**config.mk**
```make
export PLATFORM = sky130hd
export DESIGN_NAME = tsqpm_fifo
export DESIGN_NICKNAME = d
export VERILOG_FILES = /design/src/hdl/tsqpm_pkg.sv /design/src/hdl/tsqpm_fifo.sv
export SDC_FILE = /design/constraint.sdc
export NUM_CORES = 1
export LEC_CHECK = 0
export BUFFER_PORTS_ARGS = -buffer_cell sky130_fd_sc_hd__buf_2
export CORE_MARGIN = 2
export CORE_UTILIZATION = 52
export DETAILED_ROUTE_END_ITERATION = 10
export PLACE_DENSITY = 0.79
export RECOVER_POWER = 50
export SYNTH_ARGS = -nofsm -noshare
export SYNTH_HDL_FRONTEND = slang
export SYNTH_SLANG_ARGS = --single-unit
```
**constraint.sdc**
```tcl
create_clock -name clk -period 8 [get_ports clk]
set_input_delay 0.4 -clock clk [delete_from_list [all_inputs] [get_ports clk]]
set_output_delay 0.4 -clock clk [all_outputs]
set_load 0.02 [all_outputs]
```
**src/hdl/tsqpm_pkg.sv**
```systemverilog
`timescale 1ns / 1ps
// Shared types and constants for the timestamp queue position match block.
// Used by the channel interfaces and every module in hdl/.
package tsqpm_pkg;

    // Field widths fixed by the command and result formats
    localparam int unsigned WORD_W    = 32;
    localparam int unsigned ENTRIES_W = 7;
    localparam int unsigned CFG_IDX_W = 2;

    // Command codes
    localparam logic CMD_WRITE = 1'b0;
    localparam logic CMD_READ  = 1'b1;

    // Configuration register indexes
    localparam logic [CFG_IDX_W-1:0] CFG_PRESENT = 2'd0;
    localparam logic [CFG_IDX_W-1:0] CFG_ENTRIES = 2'd1;
    localparam logic [CFG_IDX_W-1:0] CFG_OFFSET  = 2'd2;
    localparam logic [CFG_IDX_W-1:0] CFG_SIZE    = 2'd3;

    // Timestamp reported when nothing matched
    localparam logic signed [WORD_W-1:0] STAMP_NONE = -32'sd1;

    // Configuration state seen by the back end
    typedef struct packed {
        logic                 present;
        logic [ENTRIES_W-1:0] entries;
        logic [WORD_W-1:0]    ring_offset;
        logic [WORD_W-1:0]    ring_size;
        logic                 clear;     // queue_entries written this cycle
    } cfg_t;

    // Classified command passed from front to back
    // fin: span end (position + length) on a write, ring end on a read
    typedef struct packed {
        logic                     command;
        logic signed [WORD_W-1:0] stamp;
        logic [WORD_W-1:0]        position;
        logic [WORD_W-1:0]        span_length;
        logic [WORD_W-1:0]        fin;
    } cmd_t;

    // One stored queue entry, with its precomputed span end
    typedef struct packed {
        logic signed [WORD_W-1:0] stamp;
        logic [WORD_W-1:0]        position;
        logic [WORD_W-1:0]        span_length;
        logic [WORD_W-1:0]        span_end;
    } entry_t;

endpackage

```
**src/hdl/tsqpm_fifo.sv**
```systemverilog
`timescale 1ns / 1ps
// Two-word command queue between front and back end.
// Depends on tsqpm_pkg for the command word type.
module tsqpm_fifo
(
    input  logic                  clk,
    input  logic                  rst_n,
    input  logic                  push,
    input  tsqpm_pkg::cmd_t       wdata,
    output logic                  ready,
    input  logic                  pop,
    output logic                  valid,
    output tsqpm_pkg::cmd_t       rdata
);

    tsqpm_pkg::cmd_t slot_reg [2];
    logic            wr_ptr_reg;
    logic            wr_ptr_next;
    logic            rd_ptr_reg;
    logic            rd_ptr_next;
    logic [1:0]      count_reg;
    logic [1:0]      count_next;

    assign ready = (count_reg != 2'd2);
    assign valid = (count_reg != 2'd0);
    assign rdata = slot_reg[rd_ptr_reg];

    // Pointer and fill bookkeeping
    always_comb
    begin
        wr_ptr_next = push ? ~wr_ptr_reg : wr_ptr_reg;
        rd_ptr_next = pop  ? ~rd_ptr_reg : rd_ptr_reg;
        count_next  = count_reg + {1'b0, push} - {1'b0, pop};
    end

    always_ff @(posedge clk or negedge rst_n)
    begin
        if (!rst_n)
        begin
            wr_ptr_reg <= 1'b0;
            rd_ptr_reg <= 1'b0;
            count_reg  <= 2'd0;
        end
        else
        begin
            wr_ptr_reg <= wr_ptr_next;
            rd_ptr_reg <= rd_ptr_next;
            count_reg  <= count_next;
        end
    end

    // Payload slots
    always_ff @(posedge clk)
    begin
        if (push)
        begin
            slot_reg[wr_ptr_reg] <= wdata;
        end
    end

endmodule

```
==> results.py, run 1 <==
metrics = {
    "sta": {
        "timing.final.ws_setup_ns": 3.46,
        "hold_viol": 0,
        "finalSetupTns_ns": 0,
        "max-slew-margin-rel": -1.32,
        "finalSetupViolCount": 0,
        "tightestPinTransition_ns": 3.48,
        "rsz0062_at_grt": "false",
        "finalMaxSlewViolations": 109,
        "min_period_ns": 4.54,
        "clock_skew_ns": 0.00888,
        "fmax_ghz": 0.220,
        "layout_worst_path_cycle_share": 0.567,
        "whs_ns": 0.0764,
    },
    "power_and_ir_drop": {
        "leakage_nw": 4.27,
        "vdd_ir_drop_max_v": 0.000293,
        "power_density_nw_per_um2": 373,
    },
    "die": {
        "die_w_um": 139,
        "die-area_um2": 19400,
        "coreArea_um2": 18000,
        "io_pins": 264,
        "die_h_um": 139,
        "start_util": 0.531,
        "row_count": 49,
    },
    "finish": {
        "largest_reg_flops": 258,
        "drive_gt1_frac": 0.494,
        "final_core_util": 0.654,
        "nets": 833,
        "final_area_um2": 11800,
        "area_growth_pct": 23.3,
    },
    "grt": {
        "antenna_found_initial": 1,
        "grt_max_degree": 83,
        "globalRouteOverflowTotal": 0,
        "track_usage": 0.174,
        "grt_first_pass_wirelength_um": 26800,
        "grt_pass1_vias": 4998,
    },
    "routing": {
        "drtPass1Iterations": 4,
        "wirelength_um": 17600,
        "wl_met2_um": 8660,
        "drt_iter0_drc": 282,
        "wl_met3_um": 1490,
        "drc": 0,
        "wl_per_cell_um": 18.6,
        "vias": 4868,
        "met1_length_um": 7080,
        "routed.top_layer": "met4",
        "vias_per_cell": 5.14,
        "final_antenna_net_count": 0,
    },
    "clock_tree": {
        "clk_latency_ns": 0.51,
        "clockBufferDepth": 3,
        "cts-resized-gates": 0,
        "cts_setup_buffers": 0,
        "cts_tree": "yes",
        "h-tree-depth": 1,
        "cts_buffers": 26,
        "numClockSinks": 262,
        "root_buffer": "clkbuf_16",
        "postCtsHoldBufs": 1,
        "path_clk_slew_ns": 0.06,
    },
    "logic_synthesis": {
        "synth.most_common_cell": "edfxtp_1",
        "synth_cell_type_count": 14,
        "yosysTopAreaCellShare": 0.813,
        "synth_edf_count": 258,
        "synth_top_area_cell": "edfxtp_1",
        "synth.area.top_cells": "edfxtp_1 (81%), mux2_2 (15%), buf_6 (1.2%), dfrtp_1 (1.0%), ha_1 (0.26%)",
        "avgSynthCellArea_um2": 22.9,
        "ys_seq_elements": 262,
        "ys_warn_count": 0,
        "synthesis.nets": 551,
        "synthCells": 416,
        "ys_seq_area_frac": 0.823,
        "synthTopCellsByCount": "edfxtp_1 (258), mux2_2 (129), buf_6 (10)",
        "dominantRegCellSynth": "edfxtp_1",
        "syn_area_um2": 9530,
        "async_flop_share": 0.0153,
    },
    "worst_setup_path": {
        "cp-startpoint": "wr_ptr_reg",
        "crit_fanout": 76,
        "start_kind": "flop",
        "r2r_start": "wr_ptr_reg",
        "crit_path_cell_trace": "and2_0 -> buf_4",
        "crit_family": "simple AND/OR/NAND/NOR gates",
        "cp.required_ns": 8.12,
        "critPathBufInv": 1,
        "cpPeakStageDelay_ns": 2.53,
        "critPathKind": "reg -> reg",
        "crit_slowest_cell": "and2_0",
        "endpoint_kind": "flop",
        "worstPathArrival_ns": 4.66,
    },
    "placed_design": {
        "dpl.hpwl_um": 11400,
        "routabilityCongestion": 0.746,
        "post-place-ws_ns": 5.15,
        "placedInstanceArea_um2": 11000,
        "io_buffers": 263,
    },
    "hold_path": {
        "hold_path_startpoint": "wdata[10]",
        "hold_class": "in -> reg",
    },
    "outcome": {
        "status": "finished, violations left",
        "failed_checks": "capacitance limit, slew limit",
    },
    "run": {
        "maxCapViolCount": 2,
    },
}
cells by family (layout without fill, tap and decap cells):
logic type               count (synthesis)  count (layout)  share of synthesized area
flip-flops                             262             262                      0.823
AND/OR/NAND/NOR                          4               4                    0.00263
XOR/XNOR                                 3               3                    0.00433
multiplexers                           129             129                      0.152
adder cells (fa/ha/maj)                  2               2                    0.00262
buffers and inverters                   16             317                     0.0150
other                                    0               1                          0
cell type report:
| cell class | instances | area [µm²] |
|---|---|---|
| Antenna cell | 1 | 2.50 |
| Clock buffer | 38 | 727 |
| Timing Repair Buffer | 268 | 1250 |
| Fill cell | 1273 | 6210 |
| Multi-Input combinational cell | 138 | 1550 |
| Clock inverter | 9 | 70.1 |
| Sequential cell | 262 | 7850 |
| Tap cell | 229 | 287 |
| Inverter | 2 | 7.51 |
stage by stage:
stage                     cells  total power, mW
after floorplan             416             2.95
after global placement      898             3.27
after detailed placement    898             3.30
after CTS                   946             4.44
after global routing        946             4.58
final                       947             4.39
routing by layer:
metal  vias up  GRT usage
li1       2224          -
met1      2394      0.231
met2       223      0.290
met3        27     0.0485
met4         0     0.0388
met5         -          0
layout by cell type, fill, tap and decap left out, drive strengths merged, types with 2 or more instances in the layout:
cell type / count
ha: 2
dfrtp: 4
edfxtp: 258
clkbuf: 117
xor2: 2
inv: 2
mux2: 129
buf: 188
clkinv: 8
worst paths after layout:
check / to / slack (ns) / cells after the start
setup / recovery: slot_reg[1][42] / 3.46 / 2
hold / removal: slot_reg[0][10] / 0.08 / 1
setup reg to reg: slot_reg[1][42] / 3.46 / 2
hold reg to reg: wr_ptr_reg / 0.55 / 1
max in group asynchronous: rd_ptr_reg / 7.52 / 2
min in group asynchronous: rd_ptr_reg / 0.28 / 2
report_power, final:
group | total [mW] | switching [mW] | internal [mW]
Sequential | 1.94 | 0.105 | 1.84
Clock | 1.12 | 0.461 | 0.660
Combinational | 1.32 | 0.801 | 0.523
No activity file was read; power rests on OpenSTA's default activity.
==> run 2, diff against run 1 <==
--- a/config.mk
+++ b/config.mk
@@ -7,9 +7,9 @@
 export LEC_CHECK = 0
 export BUFFER_PORTS_ARGS = -buffer_cell sky130_fd_sc_hd__buf_2
 export CORE_MARGIN = 2
-export CORE_UTILIZATION = 52
+export CORE_UTILIZATION = 47
 export DETAILED_ROUTE_END_ITERATION = 10
-export PLACE_DENSITY = 0.79
+export PLACE_DENSITY = 0.76
 export RECOVER_POWER = 50
 export SYNTH_ARGS = -nofsm -noshare
 export SYNTH_HDL_FRONTEND = slang
==> constraint.sdc (replaced) <==
create_clock -name clk -period 4.03 [get_ports clk]
set_input_delay 0.2015 -clock clk [delete_from_list [all_inputs] [get_ports clk]]
set_output_delay 0.2015 -clock clk [all_outputs]
set_load 0.02 [all_outputs]
==> run 2 against run 1 <==
The flow still finishes with violations (capacitance limit, slew limit). Clock power up 93%. Non-clock buffer count up 132. Power up 100%. Design area up 11%. Die area up 10%. Clock skew up 0.014 ns. Critical path depth up 1. Utilization down 0.13 points. Sequential share of layout area down 6.8 points. Critical path type is now reg -> out. Highest routed layer unchanged.
==> results.py, run 2 (same netlist as run 1, synthesis figures left out) <==
metrics = {
    "sta": {
        "finalSetupTns_ns": 0,
        "max-slew-margin-rel": -0.159,
        "finalMaxSlewViolations": 70,
        "min_period_ns": 2.73,
        "fmax_ghz": 0.366,
        "hold_viol": 0,
        "finalSetupViolCount": 0,
        "tightestPinTransition_ns": 1.74,
        "layout_worst_path_cycle_share": 0.678,
        "whs_ns": 0.0786,
        "rsz0062_at_grt": "false",
        "clock_skew_ns": 0.0225,
    },
    "power_and_ir_drop": {
        "p_sw_mw": 2.80,
        "leakage_nw": 4.76,
        "power_density_nw_per_um2": 671,
        "seqPwrFrac": 0.443,
        "p_int_mw": 5.98,
        "p_sw_frac": 0.319,
        "clkPwrFrac": 0.246,
        "combPwrFrac": 0.311,
        "vdd_ir_drop_max_v": 0.000493,
    },
    "worst_setup_path": {
        "cpPeakStageDelay_ns": 1.03,
        "cp.required_ns": 3.83,
        "critPathKind": "reg -> out",
        "worstPathArrival_ns": 2.53,
        "endpoint_kind": "primary output",
        "r2r_slack_ns": 1.44,
        "start_kind": "flop",
        "critPathBufInv": 2,
        "crit_slowest_cell": "dfrtp_4",
        "crit_path_cell_trace": "buf_4 -> mux2_2 -> buf_2",
        "crit_fanout": 69,
        "crit_family": "flip-flops",
    },
    "placed_design": {
        "dpl.hpwl_um": 11600,
        "placedInstanceArea_um2": 11100,
        "io_buffers": 263,
        "routabilityCongestion": 0.738,
    },
    "routing": {
        "final_antenna_net_count": 0,
        "vias": 5386,
        "drc": 0,
        "wl_per_cell_um": 17.8,
        "drtPass1Iterations": 4,
        "drt_iter0_drc": 154,
        "vias_per_cell": 4.82,
        "wirelength_um": 19900,
    },
    "grt": {
        "globalRouteOverflowTotal": 0,
        "track_usage": 0.181,
        "grt_max_degree": 74,
        "grt_first_pass_wirelength_um": 30600,
        "antenna_found_initial": 0,
        "grt_pass1_vias": 6028,
    },
    "finish": {
        "diodes": 0,
        "final_common_cell": "edfxtp_1",
        "nets": 964,
        "largest_reg_flops": 258,
        "area_growth_pct": 37.2,
        "final_core_util": 0.653,
        "fillers": 1422,
        "final-seq-area_um2": 7850,
        "final_area_um2": 13100,
        "drive_gt1_frac": 0.401,
        "final_cell_mix": "edfxtp_1 (258), buf_2 (161), dlygate4sd3_1 (132), mux2_2 (129), clkbuf_1 (99)",
        "multi_input_area_um2": 1550,
    },
    "die": {
        "die-area_um2": 21400,
        "die_h_um": 146,
        "die_w_um": 146,
        "coreArea_um2": 20000,
        "start_util": 0.476,
        "row_count": 52,
        "io_pins": 264,
    },
    "clock_tree": {
        "clockBufferDepth": 3,
        "clk_latency_ns": 0.52,
        "cts_buffers": 25,
        "cts_setup_buffers": 0,
        "cts_tree": "yes",
        "path_clk_slew_ns": 0.06,
        "numClockSinks": 262,
        "postCtsHoldBufs": 132,
        "root_buffer": "clkbuf_16",
        "h-tree-depth": 1,
        "cts-resized-gates": 0,
    },
    "hold_path": {
        "hold_class": "in -> async",
    },
    "outcome": {
        "status": "finished, violations left",
        "failed_checks": "capacitance limit, slew limit",
    },
    "run": {
        "maxCapViolCount": 1,
    },
}
## run 2: changes by cell type in the layout (fill, tap and decap cells not counted), moves of 2 or more
cell	change
clkbuf_2	+4
clkinv_2	+4
clkbuf_1	+10
clkinv_1	+2
buf_2	-24
buf_12	+2
dlygate4sd3_1	+131
clkbuf_16	-2
buf_1	+3
## run 2: final timing paths
check	start	depth (start not counted)	endpoint
setup reg to reg	wr_ptr_reg	2	slot_reg[1][102]
min in group clk	wdata[85]	2	slot_reg[1][85]
hold / removal	rst_n	2	count_reg[0]
setup / recovery	rd_ptr_reg	3	rdata[75]
max in group asynchronous	rst_n	2	rd_ptr_reg
hold reg to reg	wr_ptr_reg	1	wr_ptr_reg
## run 2: layout make-up
| cell class | count | area share |
|---|---|---|
| clock inverter | 18 | 0.00937 |
| tap | 270 | 0.0258 |
| clock buffer | 28 | 0.0487 |
| timing repair buffer | 400 | 0.197 |
| inverter | 2 | 0.000574 |
| multi-input combinational | 138 | 0.119 |
| sequential | 262 | 0.600 |
## run 2: layer usage
metal  vias to the layer above  part of all wire  track usage
met5                         -                 0            0
met4                         0             0.024       0.0524
met3                        45             0.066       0.0419
met2                       219              0.54        0.346
met1                      2638              0.37        0.200
li1                       2484                 -            -
## run 2: per-stage QoR
| stage | power, mW | worst slack, ns | std cells |
|---|---|---|---|
| after floorplan | 5.81 | 0.149 | 416 |
| after global placement | 6.50 | 1.86 | 940 |
| after detailed placement | 6.60 | 1.81 | 940 |
| after CTS | 8.86 | 1.26 | 1118 |
| after global routing | 9.15 | 1.16 | 1118 |
| final | 8.77 | 1.30 | 1118 |
## run 2: power by group through the flow
stage	logic (mW)	clock network (mW)	registers [mW]
final	2.73	2.16	3.89
after global routing	2.89	2.31	3.95
after CTS	2.77	2.20	3.89
after detailed placement	2.65	0	3.94
after global placement	2.60	0	3.90
after floorplan	2.01	0	3.80
