**src/hdl/tsqpm_pkg.sv**
```systemverilog
`timescale 1ns / 1ps
// Shared types and constants for the timestamp queue position match block.
// Used by the channel interfaces and every module in hdl/.
package tsqpm_pkg;

    // Field widths fixed by the command and result formats
    localparam int unsigned WORD_W    = 32;
    localparam int unsigned ENTRIES_W = 7;
    localparam int unsigned CFG_IDX_W = 2;

    // Command codes
    localparam logic CMD_WRITE = 1'b0;
    localparam logic CMD_READ  = 1'b1;

    // Configuration register indexes
    localparam logic [CFG_IDX_W-1:0] CFG_PRESENT = 2'd0;
    localparam logic [CFG_IDX_W-1:0] CFG_ENTRIES = 2'd1;
    localparam logic [CFG_IDX_W-1:0] CFG_OFFSET  = 2'd2;
    localparam logic [CFG_IDX_W-1:0] CFG_SIZE    = 2'd3;

    // Timestamp reported when nothing matched
    localparam logic signed [WORD_W-1:0] STAMP_NONE = -32'sd1;

    // Configuration state seen by the back end
    typedef struct packed {
        logic                 present;
        logic [ENTRIES_W-1:0] entries;
        logic [WORD_W-1:0]    ring_offset;
        logic [WORD_W-1:0]    ring_size;
        logic                 clear;     // queue_entries written this cycle
    } cfg_t;

    // Classified command passed from front to back
    // fin: span end (position + length) on a write, ring end on a read
    typedef struct packed {
        logic                     command;
        logic signed [WORD_W-1:0] stamp;
        logic [WORD_W-1:0]        position;
        logic [WORD_W-1:0]        span_length;
        logic [WORD_W-1:0]        fin;
    } cmd_t;

    // One stored queue entry, with its precomputed span end
    typedef struct packed {
        logic signed [WORD_W-1:0] stamp;
        logic [WORD_W-1:0]        position;
        logic [WORD_W-1:0]        span_length;
        logic [WORD_W-1:0]        span_end;
    } entry_t;

endpackage

```
**src/hdl/tsqpm_if.sv**
```systemverilog
`timescale 1ns / 1ps
// Valid/ready channel interfaces: command words in, result words out, config writes.
// Depends on tsqpm_pkg for field widths.
interface tsqpm_in_if;
    logic                               valid;
    logic                               ready;
    logic                               command;
    logic signed [tsqpm_pkg::WORD_W-1:0] stamp;
    logic [tsqpm_pkg::WORD_W-1:0]       position;
    logic [tsqpm_pkg::WORD_W-1:0]       span_length;

    modport source (output valid, command, stamp, position, span_length, input ready);
    modport sink   (input valid, command, stamp, position, span_length, output ready);
endinterface


interface tsqpm_cfg_if;
    logic                               valid;
    logic                               ready;
    logic [tsqpm_pkg::CFG_IDX_W-1:0]    index;
    logic [tsqpm_pkg::WORD_W-1:0]       data;

    modport source (output valid, index, data, input ready);
    modport sink   (input valid, index, data, output ready);
endinterface

```
**src/hdl/tsqpm_front.sv**
```systemverilog
`timescale 1ns / 1ps
// Front end: configuration registers, command intake and classification.
// Depends on tsqpm_pkg and the channel interfaces in tsqpm_if.sv.
module tsqpm_front
(
    input  logic                  clk,
    input  logic                  rst_n,
    tsqpm_cfg_if.sink             cfg,
    tsqpm_in_if.sink              request,
    input  logic                  q_ready,
    output logic                  q_push,
    output tsqpm_pkg::cmd_t       q_word,
    output tsqpm_pkg::cfg_t       cfg_state
);

    logic                                present_reg;
    logic [tsqpm_pkg::ENTRIES_W-1:0]     entries_reg;
    logic [tsqpm_pkg::WORD_W-1:0]        offset_reg;
    logic [tsqpm_pkg::WORD_W-1:0]        size_reg;
    logic                                cfg_we;
    logic [tsqpm_pkg::WORD_W-1:0]        ring_end;
    logic [tsqpm_pkg::WORD_W-1:0]        pos_folded;

    // Config writes are always taken
    assign cfg.ready = 1'b1;
    assign cfg_we    = cfg.valid;

    always_ff @(posedge clk or negedge rst_n)
    begin
        if (!rst_n)
        begin
            present_reg <= 1'b0;
            entries_reg <= '0;
            offset_reg  <= '0;
            size_reg    <= '0;
        end
        else if (cfg_we)
        begin
            unique case (cfg.index)
                tsqpm_pkg::CFG_PRESENT: present_reg <= cfg.data[0];
                tsqpm_pkg::CFG_ENTRIES: entries_reg <= cfg.data[tsqpm_pkg::ENTRIES_W-1:0];
                tsqpm_pkg::CFG_OFFSET:  offset_reg  <= cfg.data;
                tsqpm_pkg::CFG_SIZE:    size_reg    <= cfg.data;
                default:                present_reg <= present_reg;
            endcase
        end
    end

    always_comb
    begin
        cfg_state.present     = present_reg;
        cfg_state.entries     = entries_reg;
        cfg_state.ring_offset = offset_reg;
        cfg_state.ring_size   = size_reg;
        cfg_state.clear       = cfg_we && (cfg.index == tsqpm_pkg::CFG_ENTRIES);
    end

    // Fold a read position once into the ring
    assign ring_end   = offset_reg + size_reg;
    assign pos_folded = (request.position >= ring_end) ? request.position - size_reg
                                                       : request.position;

    assign request.ready = q_ready;
    assign q_push        = request.valid && q_ready;

    // Classify: writes carry their span end, reads carry the ring end
    always_comb
    begin
        q_word.command     = request.command;
        q_word.stamp       = request.stamp;
        q_word.span_length = request.span_length;
        if (request.command == tsqpm_pkg::CMD_READ)
        begin
            q_word.position = pos_folded;
            q_word.fin      = ring_end;
        end
        else
        begin
            q_word.position = request.position;
            q_word.fin      = request.position + request.span_length;
        end
    end

endmodule

```
**src/flat_wrapper.sv**
```systemverilog
// flat-port wrapper written by rule: the top's interface ports become plain ports
module tsqpm_front_flat 
  (clk, rst_n, q_ready, q_push, q_word, cfg_state, cfg_valid, cfg_index, cfg_data, cfg_ready, request_valid, request_command, request_stamp, request_position, request_span_length, request_ready);
  tsqpm_cfg_if cfg_i ();
  tsqpm_in_if request_i ();
  input  logic clk;
  input  logic rst_n;
  input  logic q_ready;
  output logic q_push;
  output tsqpm_pkg::cmd_t q_word;
  output tsqpm_pkg::cfg_t cfg_state;
  input wire logic [$bits(cfg_i.valid)-1:0] cfg_valid;
  input wire logic [$bits(cfg_i.index)-1:0] cfg_index;
  input wire logic [$bits(cfg_i.data)-1:0] cfg_data;
  output wire logic [$bits(cfg_i.ready)-1:0] cfg_ready;
  input wire logic [$bits(request_i.valid)-1:0] request_valid;
  input wire logic [$bits(request_i.command)-1:0] request_command;
  input wire logic [$bits(request_i.stamp)-1:0] request_stamp;
  input wire logic [$bits(request_i.position)-1:0] request_position;
  input wire logic [$bits(request_i.span_length)-1:0] request_span_length;
  output wire logic [$bits(request_i.ready)-1:0] request_ready;
  assign cfg_i.valid = cfg_valid;
  assign cfg_i.index = cfg_index;
  assign cfg_i.data = cfg_data;
  assign cfg_ready = cfg_i.ready;
  assign request_i.valid = request_valid;
  assign request_i.command = request_command;
  assign request_i.stamp = request_stamp;
  assign request_i.position = request_position;
  assign request_i.span_length = request_span_length;
  assign request_ready = request_i.ready;
  tsqpm_front u_core (.clk(clk), .rst_n(rst_n), .cfg(cfg_i), .request(request_i), .q_ready(q_ready), .q_push(q_push), .q_word(q_word), .cfg_state(cfg_state));
endmodule
```
**config.mk**
```make
export PLATFORM = sky130hd
export DESIGN_NAME = tsqpm_front_flat
export DESIGN_NICKNAME = d
export VERILOG_FILES = /design/src/hdl/tsqpm_pkg.sv /design/src/hdl/tsqpm_if.sv /design/src/hdl/tsqpm_front.sv /design/src/flat_wrapper.sv
export SDC_FILE = /design/constraint.sdc
export NUM_CORES = 1
export LEC_CHECK = 0
export BUFFER_PORTS_ARGS = -buffer_cell sky130_fd_sc_hd__buf_2
export CORE_ASPECT_RATIO = 2
export CORE_MARGIN = 2
export CORE_UTILIZATION = 25
export CTS_CLUSTER_SIZE = 10
export DETAILED_ROUTE_END_ITERATION = 8
export GPL_ROUTABILITY_DRIVEN = 1
export PLACE_DENSITY = 0.57
export REMOVE_ABC_BUFFERS = 1
export SKIP_LAST_GASP = 1
export SLEW_MARGIN = 40
export SYNTH_ARGS = -nofsm -noshare
export SYNTH_HDL_FRONTEND = slang
export SYNTH_SLANG_ARGS = --single-unit
```
**constraint.sdc**
```tcl
create_clock -name clk -period 10.5 [get_ports clk]
set_input_delay 0 -clock clk [delete_from_list [all_inputs] [get_ports clk]]
set_output_delay 0 -clock clk [all_outputs]
set_load 0.01 [all_outputs]
```
==> impl_metrics.yaml, run 1 <==
drt:
  viasPerCell: 4.993
  firstDrtPassIters: 5
  drt_iter0_drc: 451
  antenna_left: 0
  drc: 0
  wl_mm: 38.05
  vias: 9481
  avgRoutedWirePerCell_um: 20.04
worst_setup_path:
  r2r_cells: 1
  worstPathArrival_ns: 5.64
  cp_common_cell: "ha_1"
  crit_path_top_delay_cell: "a211oi_4"
  cp_top_family: "compound AO/OA/AOI/OAI gates"
  path_cells: "ha_1 > inv_1 > fa_1 > nand2b_1 > a21oi_1 > o2111ai_1 > a31o_2 > nand3_1 > a21o_2 > a211oi_1 > or3_1 > ha_1 > and4_1 > nand2_1 > o31ai_1 > o21ai_0 > a211oi_4 > buf_6 > buf_4 > mux2_2 > buf_2"
  critPathKind: "flop to primary output"
  start_kind: "flop"
  crit_path_max_fanout: 19
  cp-end-kind: "primary output"
  cp_slowest_stage_delay_ns: 0.51
  r2r_start: "u_core.size_reg[23]"
  r2r-end: "u_core.size_reg[23]"
  cp_num_buf_inv: 4
  worst-endpoint-required_ns: 10.50
  r2r_setup_slack_ns: 9.60
global_route:
  overflow: 0
  grt.busiest_layer: "met2"
  antenna_found_initial: 0
  grt_pass1_wl_mm: 55.10
  grt_use_met1_pct: 19.40
  grt_max_degree: 73
  gr-usage-all-layers_pct: 18.20
  use_met2_pct: 33.89
  grt_pass1_vias: 9331
  met3_usage_pct: 3.999
floorplanning:
  row_count: 102
  die_area_sq_mm: 0.04054
  dieWidth_um: 143.4
  core_sq_mm: 0.03854
  die_y_um: 282.7
  initial_core_util_pct: 25.20
  boundaryPins: 341
synthesis:
  ys_seq_area_share_pct: 18.55
  ys_async_sr_fraction_pct: 100.0
  netlist_area_sq_mm: 0.009712
  ys_seq_elements: 72
  yosys_warnings: 0
  ys.flop_type: "dfrtp_1"
  synth-edff-count: 0
  syn_inst: 1152
  syn-mean-instance-area_sq_um: 8.430
  ys_types: 77
clock_network:
  hold_buffers: 33
  cts_resized: 0
  clockBufferDepth: 2
  cts_setup_buffers: 0
  clk_pin_slew_worst_paths_ns: 0.06
  tritoncts: "done"
  clock_sinks: 72
  cts-buffers-inserted: 9
  htreeDepth: 3
  clk_latency_ns: 0.34
  cts-root-buf: "clkbuf_16"
final_layout:
  drive_gt1_share_pct: 29.66
  multiInputGateArea_sq_mm: 0.007018
  regArea_sq_mm: 0.001802
  num-fill-cells: 4219
  final_cells: 1899
  fin_nets: 1638
  areaGrowthSynthToFinish_pct: 20.95
  insertedDiodeCount: 0
sta:
  holdWs_ns: 0.00007250
  fmax_mhz: 177.4
  relSlewSlack_pct: 53.58
  min_period_over_period_pct: 53.69
  finalSetupViolations: 0
  tns_ns: 0
  worst_pin_slew_ns: 0.6963
  period_needed_ns: 5.638
  finalClockSkew_ns: 0
  hold_violations: 0
  rsz0062_at_grt: "no"
  timing.final.ws_setup_ns: 4.862
  drv_slew: 0
worst_hold_path:
  min_path_cells: 0
  min_from: "request_stamp[6]"
  hold_path.class: "primary input to primary output"
  holdPathEnd: "q_word[102]"
run_status:
  outcome: "complete, no violations"
placed_design:
  gp_congestion: 0.9133
  dp.cells: 1849
  numPortBuffers: 275
  dp_hpwl_mm: 31.87
  dp_slack_ns: 5.047
job:
  maxCapViolCount: 0
power_and_ir_drop:
  powerDensity_mw_per_mm2: 199.8
  vdd_drop_max_uv: 101.3
  leakage_nw: 5.781
[synthesized netlist by cell type (9+ instances only)]
cell type / count / share of area (%)
xor2_1: 40 / 3.6
ha_1: 125 / 16
nand3_1: 30 / 1.5
nor3_1: 14 / 0.72
a21o_1: 59 / 4.6
nor2_1: 63 / 2.4
mux2_2: 91 / 11
nand2b_1: 18 / 1.2
nand4_1: 9 / 0.58
o211ai_1: 15 / 1.2
dfrtp_1: 72 / 19
mux2i_1: 9 / 0.93
buf_4: 69 / 5.3
inv_1: 55 / 2.1
nand2_1: 83 / 3.2
o21ai_0: 52 / 2.7
o21a_1: 15 / 1.2
a21oi_1: 95 / 4.9
a31oi_1: 18 / 1.2
a211oi_1: 14 / 1.1
clkbuf_1: 22 / 0.85
xnor2_1: 39 / 3.5
and3_1: 17 / 1.1
[where the power goes]
group | switching (mW) | total, mW | internal [mW]
Combinational | 0.958 | 1.63 | 0.673
Clock | 0.126 | 0.317 | 0.192
Sequential | 0.0689 | 0.398 | 0.329
[layout make-up]
cell class                 instances  share of cell area [%]
clock buffer                      12                   2.098
clock inverter                     4                  0.4474
inverter                          56                   1.790
multi-input combinational        920                   59.75
sequential                        72                   15.34
tap                              520                   5.539
timing repair buffer             315                   15.04
[cell usage in the layout (no fill, tap or decap), types with 30 or more instances in the layout]
master / n
a21o_1: 59
a21oi_1: 95
buf_2: 275
dfrtp_1: 72
dlygate4sd3_1: 33
ha_1: 125
inv_1: 55
mux2_2: 91
nand2_1: 83
nand3_1: 30
nor2_1: 63
o21ai_0: 52
xnor2_1: 39
xor2_1: 40
[stage by stage]
step / total power, mW / utilization [%] / instance area (sq um)
after detailed placement: 2.018 / 28.81 / 11110
final: 2.347 / 30.48 / 11750
after CTS: 2.367 / 30.45 / 11740
after global placement: 2.005 / 28.80 / 11100
after global routing: 2.543 / 30.48 / 11750
after floorplan: 1.423 / - / 9022
[kinds of logic after synthesis]
family / Yosys count / synth area share [%]
AO/OA/AOI/OAI: 327 / 22.15
XOR/XNOR: 79 / 7.125
flip-flops: 72 / 18.55
AND/OR/NAND/NOR: 284 / 14.52
other: 1 / 0.03861
multiplexers: 101 / 11.63
buffers and inverters: 160 / 9.263
adder cells (fa/ha/maj): 128 / 16.72
[metal layers]
metal	vias to the layer above	wire length, um
met1	4428	13980
met5	-	52
met2	388	19910
met4	2	1743
met3	61	2358
li1	4602	-
[worst max path at each step]
stage                                  start    endpoint  cells past startpoint
after CTS                 u_core.size_reg[0]  q_word[78]                     20
after detailed placement  u_core.size_reg[0]  q_word[78]                     20
after global routing      u_core.size_reg[1]  q_word[69]                     20
after global placement    u_core.size_reg[0]  q_word[81]                     20
after floorplan           u_core.size_reg[0]  q_word[66]                     18
final                     u_core.size_reg[0]  q_word[78]                     21
(Power assumes the default switching activity.)
==> run 2, diff against run 1 <==
clock period = 5.4 ns   (was 10.5 ns; I/O delays follow)
==> impl_metrics.yaml, run 2 (same netlist as run 1, synthesis figures left out) <==
run_status:
  outcome: "complete, no violations"
final_layout:
  drive_gt1_share_pct: 30.50
  stdcell_area_sq_mm: 0.01192
  fin_nets: 1646
  final_common_cell: "buf_2"
  insertedDiodeCount: 0
  areaGrowthSynthToFinish_pct: 22.75
  final_cell_mix: "buf_2, ha_1, a21oi_1"
  num-fill-cells: 4156
sta:
  finalClockSkew_ns: 0
  relSlewSlack_pct: 53.84
  tns_ns: 0
  min_period_over_period_pct: 95.47
  rsz0062_at_grt: "yes"
  period_needed_ns: 5.155
  drv_slew: 0
  finalSetupViolations: 0
  worst_pin_slew_ns: 0.6923
  fmax_mhz: 194.0
  hold_violations: 0
power_and_ir_drop:
  pwr-share-clk_pct: 13.7
  leakage_nw: 5.852
  p_sw_mw: 2.358
  seq_power_share_pct: 16.0
  p_int_mw: 2.468
  powerDensity_mw_per_mm2: 404.8
  vdd_drop_max_uv: 187.6
  swShare_pct: 48.87
  comb_power_share_pct: 70.3
floorplanning:
  core_sq_mm: 0.03854
  initial_core_util_pct: 25.20
  die_y_um: 282.7
  die_area_sq_mm: 0.04054
  boundaryPins: 341
  dieWidth_um: 143.4
  row_count: 102
worst_setup_path:
  path_cells: "ha_1 > inv_1 > fa_1 > nand2b_1 > a21oi_2 > o2111ai_1 > a31o_2 > nand3_1 > a21o_2 > a211oi_1 > or3_1 > ha_1 > and4_1 > nand2_1 > o31ai_2 > o21ai_2 > a211oi_4 > buf_12 > clkbuf_16 > mux2_2 > buf_2"
  crit_path_top_delay_cell: "dfrtp_1"
  cp_top_family: "compound AO/OA/AOI/OAI gates"
  cp_slowest_stage_delay_ns: 0.39
  r2r_start: "u_core.size_reg[12]"
  cp_num_cells: 21
  start_kind: "flop"
  r2r_setup_slack_ns: 4.44
  r2r_cells: 2
  worstPathArrival_ns: 5.16
  worst-endpoint-required_ns: 5.40
  cp_num_buf_inv: 4
  cp_common_cell: "ha_1"
  critPathKind: "flop to primary output"
  crit_path_max_fanout: 9
  cp-startpoint: "u_core.size_reg[0]"
  cp-end-kind: "primary output"
drt:
  vias: 9548
  wl_met1_mm: 14.71
  wl_met2_mm: 20.46
  antenna_left: 0
  drc: 0
  drt_iter0_drc: 441
  firstDrtPassIters: 5
  top_layer: "met5"
  avgRoutedWirePerCell_um: 20.63
  wl_met3_mm: 2.567
  wl_mm: 39.35
  viasPerCell: 5.007
placed_design:
  numPortBuffers: 275
  postPlaceCellArea_sq_mm: 0.01114
  gp_congestion: 0.9333
  dp_hpwl_mm: 32.22
job:
  maxCapViolCount: 0
worst_hold_path:
  hold_path.class: "primary input to primary output"
  min_path_cells: 0
  min_from: "request_stamp[17]"
clock_network:
  htreeDepth: 3
  clock_sinks: 72
  cts-root-buf: "clkbuf_16"
  tritoncts: "done"
  clockBufferDepth: 2
  cts-buffers-inserted: 9
  clk_pin_slew_worst_paths_ns: 0.06
  clk_latency_ns: 0.34
global_route:
  grt_pass1_wl_mm: 55.52
  grt_max_degree: 73
  grt_pass1_vias: 9314
  gr-usage-all-layers_pct: 18.44
  overflow: 0
  antenna_found_initial: 0
[run 2: cell type report]
type / count / area, sq um / area share (%)
multi-input cells: 920 / 7058 / 59.20
well taps: 520 / 650.6 / 5.458
repair buffers: 323 / 1887 / 15.83
inverters: 56 / 210.2 / 1.763
clock buffers: 11 / 232.7 / 1.952
flip-flops and latches: 72 / 1802 / 15.11
clock inverters: 5 / 81.33 / 0.6822
[run 2: worst paths after layout]
path / endpoint
max: q_word[85]
max in group asynchronous: u_core.size_reg[27]
min: q_word[113]
min reg2reg: u_core.entries_reg[5]
min in group asynchronous: u_core.present_reg
max reg2reg: u_core.size_reg[12]
[run 2: layer usage]
layer  track usage, %  up-vias
li1                 -     4619
met1            19.86     4470
met2            34.29      396
met3            4.286       61
met4            6.913        2
met5            1.128        -
[run 2: per-stage QoR]
| step | total power, mW | util [%] | setup slack (ns) | std cells | hold WS (ns) |
|---|---|---|---|---|---|
| floorplan | 2.767 | - | 0.1332 | 1048 | -0.2956 |
| global placement | 3.922 | 28.88 | 0.5588 | 1853 | 0.00009446 |
| detailed placement | 3.955 | 28.89 | 0.4149 | 1853 | 0.00009446 |
| CTS | 4.669 | 30.56 | 0.001116 | 1902 | 0.00009446 |
| global route | 5.194 | 30.93 | -0.06796 | 1907 | 0.00007545 |
| finish | 4.826 | 30.93 | 0.2447 | 1907 | 0.00008888 |
[run 2: power by group through the flow]
stage / Sequential (mW) / Combinational [mW] / Clock, mW
2_1_floorplan: 0.777 / 1.99 / 0
3_3_place_gp: 0.786 / 3.14 / 0
3_5_place_dp: 0.790 / 3.17 / 0
4_1_cts: 0.781 / 3.21 / 0.679
5_1_grt: 0.787 / 3.71 / 0.700
6_report: 0.772 / 3.39 / 0.660
[run 2: repair_timing]
action,4_1_cts,5_1_grt
setup buffers,0,2
hold endpoints to repair,144,0
endpoints found under the setup margin,0,32
resized for setup,0,12
hold buffers,33,0
